File: src/hw/rtl/pvs_pkg.sv
// ----------------------------------------------------------------------------
// pvs_pkg
// Shared constants, codes and lookup tables of the polyphonic voice synth.
// ----------------------------------------------------------------------------
package pvs_pkg;

    localparam int VOICES_DEF = 16;

    // shared multiplier operand and product widths
    localparam int MUL_AW = 33;
    localparam int MUL_BW = 25;
    localparam int MUL_PW = MUL_AW + MUL_BW;

    localparam logic [2:0] CMD_TICK     = 3'd0;
    localparam logic [2:0] CMD_NOTE_ON  = 3'd1;
    localparam logic [2:0] CMD_NOTE_OFF = 3'd2;
    localparam logic [2:0] CMD_ALL_OFF  = 3'd3;
    localparam logic [2:0] CMD_SET_WAVE = 3'd4;

    localparam logic [2:0] WAVE_SINE   = 3'd0;
    localparam logic [2:0] WAVE_TRI    = 3'd1;
    localparam logic [2:0] WAVE_SAW    = 3'd2;
    localparam logic [2:0] WAVE_SQUARE = 3'd3;
    localparam logic [2:0] WAVE_NOISE  = 3'd4;

    localparam logic [2:0] ST_IDLE    = 3'd0;
    localparam logic [2:0] ST_ATTACK  = 3'd1;
    localparam logic [2:0] ST_DECAY   = 3'd2;
    localparam logic [2:0] ST_SUSTAIN = 3'd3;
    localparam logic [2:0] ST_RELEASE = 3'd4;

    localparam logic [2:0] REG_ATTACK  = 3'd0;
    localparam logic [2:0] REG_DECAY   = 3'd1;
    localparam logic [2:0] REG_RELEASE = 3'd2;
    localparam logic [2:0] REG_SUSTAIN = 3'd3;
    localparam logic [2:0] REG_A4_INC  = 3'd4;
    localparam logic [2:0] REG_GAIN    = 3'd5;

    localparam logic [23:0] RST_ATTACK  = 24'd38043;
    localparam logic [23:0] RST_DECAY   = 24'd713;
    localparam logic [23:0] RST_RELEASE = 24'd740;
    localparam logic [23:0] RST_SUSTAIN = 24'd5872026;
    localparam logic [31:0] RST_A4_INC  = 32'd42852281;
    localparam logic [15:0] RST_GAIN    = 16'd14418;

    localparam logic [23:0] ONE_Q23    = 24'h800000;
    localparam logic [31:0] NOISE_SEED = 32'h9e3779b9;
    localparam logic [31:0] SEED_MUL   = 32'd2654435761;
    localparam logic [16:0] SIN_A      = 17'd102944;
    localparam logic [16:0] SIN_B      = 17'd42047;
    localparam logic [16:0] SIN_C      = 17'd4640;
    localparam logic [15:0] CLIP_END   = 16'd32746;

    function automatic logic [16:0] semitone_ratio(input logic [3:0] semi);
        logic [16:0] r;
        case (semi)
            4'd0:    r = 17'd65536;
            4'd1:    r = 17'd69433;
            4'd2:    r = 17'd73562;
            4'd3:    r = 17'd77936;
            4'd4:    r = 17'd82570;
            4'd5:    r = 17'd87480;
            4'd6:    r = 17'd92682;
            4'd7:    r = 17'd98193;
            4'd8:    r = 17'd104032;
            4'd9:    r = 17'd110218;
            4'd10:   r = 17'd116772;
            4'd11:   r = 17'd123715;
            default: r = 17'd65536;
        endcase
        return r;
    endfunction

    function automatic logic [15:0] tanh_q15(input logic [4:0] idx);
        logic [15:0] y;
        case (idx)
            5'd0:    y = 16'd0;
            5'd1:    y = 16'd8026;
            5'd2:    y = 16'd15143;
            5'd3:    y = 16'd20813;
            5'd4:    y = 16'd24956;
            5'd5:    y = 16'd27797;
            5'd6:    y = 16'd29660;
            5'd7:    y = 16'd30847;
            5'd8:    y = 16'd31589;
            5'd9:    y = 16'd32048;
            5'd10:   y = 16'd32329;
            5'd11:   y = 16'd32501;
            5'd12:   y = 16'd32606;
            5'd13:   y = 16'd32669;
            5'd14:   y = 16'd32708;
            5'd15:   y = 16'd32732;
            default: y = 16'd32746;
        endcase
        return y;
    endfunction

endpackage

File: src/hw/rtl/pvs_mul.sv
// ----------------------------------------------------------------------------
// pvs_mul
// Shared signed multiplier with a registered product.
// ----------------------------------------------------------------------------
module pvs_mul
    import pvs_pkg::*;
(
    input  logic                     clk,
    input  logic signed [MUL_AW-1:0] a,
    input  logic signed [MUL_BW-1:0] b,
    output logic signed [MUL_PW-1:0] p
);

    logic signed [MUL_PW-1:0] p_reg;

    always_ff @(posedge clk)
    begin
        p_reg <= MUL_PW'(a) * MUL_PW'(b);
    end

    assign p = p_reg;

endmodule

File: config.mk
export PLATFORM = sky130hd
export DESIGN_NAME = pvs_mul
export DESIGN_NICKNAME = d
export VERILOG_FILES = /design/src/hw/rtl/pvs_pkg.sv /design/src/hw/rtl/pvs_mul.sv
export SDC_FILE = /design/constraint.sdc
export NUM_CORES = 2
export LEC_CHECK = 0
export CORE_AREA = 2 2 275 277
export CTS_CLUSTER_SIZE = 20
export DETAILED_ROUTE_END_ITERATION = 7
export DIE_AREA = 0 0 277 279
export DONT_BUFFER_PORTS = 1
export GPL_TIMING_DRIVEN = 0
export PLACE_DENSITY = 0.56
export SYNTH_ARGS = -nofsm -noshare
export SYNTH_HDL_FRONTEND = slang
export SYNTH_SLANG_ARGS = --single-unit
File: constraint.sdc
create_clock -name clk -period 9.4 [get_ports clk]
set_input_delay 1.41 -clock clk [delete_from_list [all_inputs] [get_ports clk]]
set_output_delay 1.41 -clock clk [all_outputs]
set_load 0.01 [all_outputs]
==> run_results.csv <==
group,metric,value,unit
sta,period_share,96.3,%
sta,hold_viol_final,0,
place,portBuffers,0,
global_route,antenna_found_initial,10,
worst_setup_path,crit_fanout,10,
sta,slew_headroom,30.8,%
worst_setup_path,worst_ep_arrival_time,9.26,ns
synth,ys_warn_count,0,
drt,ant_nets,0,
synth,synth-seq-area-share,3.84,%
sta,slew_viol_final,0,
global_route,grt_max_degree,14,
global_route,met1_usage,34.3,%
floorplan,die_h,279,um
synth,synth_seq_cells,58,
clocking,clockBufferDepth,2,
worst_setup_path,crit_start,"b[10]",
clocking,cts_buffers,9,
hold_path,hold_path_class,"in -> reg",
finish,final_area,31800,um^2
global_route,overflow,0,
synth,synth_edf_count,0,
sta,min_period,9.05,ns
place,dpl_cell_area,31400,um^2
finish,largest_register_ffs,58,
run_status,status,"finished, final reports clean",
clocking,clk_pin_slew_worst_paths,0.06,ns
place,gp_congestion,0.973,
clocking,ctsRootBufferMaster,"clkbuf_16",
floorplan,io_pins,117,
sta,worst_pin_slew,1.04,ns
worst_setup_path,cp.required,9.61,ns
synth,synthCells,3208,
floorplan,start_util,40.8,%
synth,synth.avg_cell_area,9.42,um^2
floorplan,die_area,77300,um^2
global_route,grt_util_all_layers,26.6,%
global_route,grt_util_met3,5.30,%
synth,ys.flop_type,"dfxtp_1",
synth,synthArstFlopShare,0,%
drt,post_drt_wl_per_cell,23.4,um
place,pre_cts_slack,-0.361,ns
clocking,htree_levels,3,
place,dp_hpwl,85.2,mm
finish,area_growth_syn_to_layout,5.23,%
sta,fin_setup_tns,0,ns
hold_path,hp-start,"a[0]",
drt,vias,21500,
drt,drt_iter0_drc,1312,
clocking,cts_tree,"done",
sta,rsz0062_at_grt,"false",
floorplan,placementRows,100,
sta,max_freq,110,MHz
sta,setup_viol,0,
flow_run,drv.max_cap_violation_count,0,
finish,finish.utilization,42.9,%
worst_setup_path,cpMaxStageDelayCell,"clkbuf_1",
drt,drc,0,
worst_setup_path,crit_top_cell,"fa_1",
drt,dr.pass1.iters,7,
global_route,grt_pass1_vias,23400,
finish,num-nets-final,4277,
floorplan,fp.dieW,277,um
drt,routed_via_density,5.13,
global_route,grt_util_met2,44.0,%
global_route,grt_pass1_wl,150,mm
worst_setup_path,path_class,"in -> reg",
worst_setup_path,critPathLaunchType,"input pin",
floorplan,core-area,74100,um^2
finish,drive_gt1_share,1.40,%
worst_setup_path,cp-end-kind,"flop",
global_route,grt-busiest-layer,"met2",
worst_setup_path,critPathMaxStageDelay,0.75,ns
synth,post_synth_num_cell_types,60,
synth,synth_nets,4266,
clocking,cts_sinks,58,
synth,syn_area,30200,um^2
drt,wl,98.3,mm
sta,finalWorstSetupSlack,0.350,ns
critical path: cells and delay by family:
family                     cells  cell delay, ns
AOI/OAI and AO/OA              8            2.29
adders and majority gates      8            3.75
buffers and inverters          7            1.32
and+or+nand+nor                2            0.47
layout by cell type (no fill, tap or decap), types with 3 or more instances in the layout:
cell | Yosys | layout
a211o_1 | 3 | 3
o31ai_2 | 3 | 3
o21a_1 | 5 | 5
o21ai_0 | 28 | 28
and3_1 | 8 | 8
a21oi_1 | 51 | 51
ha_1 | 157 | 157
nor3_1 | 6 | 6
inv_1 | 785 | 785
a31oi_1 | 10 | 10
o211ai_1 | 7 | 7
nand2b_1 | 11 | 11
a21o_1 | 34 | 34
o21bai_1 | 15 | 15
fa_1 | 842 | 841
nand4_1 | 15 | 15
nor2b_1 | 5 | 5
a211oi_1 | 8 | 8
clkbuf_1 | 148 | 147
dfxtp_1 | 58 | 58
nor2_1 | 57 | 57
bufinv_16 | 0 | 3
nor3b_1 | 3 | 3
nor4_1 | 3 | 3
nand3_1 | 16 | 16
buf_2 | 3 | 3
clkbuf_8 | 4 | 6
and2_1 | 409 | 409
xor2_1 | 15 | 15
clkbuf_16 | 0 | 9
nand2_1 | 416 | 416
xnor2_1 | 44 | 44
metrics by stage:
| stage | hold slack (ns) | instances |
|---|---|---|
| after floorplan | 1.54 | 3208 |
| after global placement | 1.54 | 4177 |
| after detailed placement | 1.54 | 4177 |
| after CTS | 1.14 | 4193 |
| after global routing | 1.16 | 4194 |
| final | 1.16 | 4195 |
Yosys cell counts (11+ instances only):
cell	count	area, um^2
a21o_1	34	255
a21oi_1	51	255
and2_1	409	2560
clkbuf_1	148	556
dfxtp_1	58	1160
fa_1	842	16900
ha_1	157	1960
inv_1	785	2950
nand2_1	416	1560
nand2b_1	11	68.8
nand3_1	16	80.1
nand4_1	15	93.8
nor2_1	57	214
o21ai_0	28	140
o21bai_1	15	113
xnor2_1	44	385
xor2_1	15	131
cell type report:
cell class / count / area [um^2]
fillers: 7400 / 42300
multi-input cells: 2206 / 25400
inverters: 786 / 2950
well taps: 969 / 1210
flip-flops and latches: 58 / 1160
plain buffers: 158 / 654
clock buffers: 12 / 256
clock inverters: 4 / 97.6
diodes: 2 / 5.00
per-layer routing:
layer | part of all wire, % | vias up
met5 | 0.012 | -
met2 | 48 | 764
li1 | - | 9240
met4 | 4.5 | 2
met1 | 40 | 11300
met3 | 7.3 | 180
cells by family after synthesis:
| kind of cell | count (synthesis) | synth area share (%) |
|---|---|---|
| AND/OR/NAND/NOR | 954 | 15.8 |
| XOR/XNOR | 59 | 1.71 |
| buffers and inverters | 944 | 11.9 |
| adder cells (fa/ha/maj) | 999 | 62.3 |
| AO/OA/AOI/OAI | 194 | 4.42 |
| flip-flops | 58 | 3.84 |
final timing paths:
check,to,cells after the start,slack (ns)
max,p[57],25,0.35
min,p[0],1,1.16
repair_timing:
item,4_1_cts,5_1_grt
hold buffers,0,0
buffers inserted,0,0
endpoints found under the setup margin,0,3
gates resized for setup,0,6
Power is not shown: default switching activity piles up to over one toggle a cycle in this logic, so the estimate is an artifact.
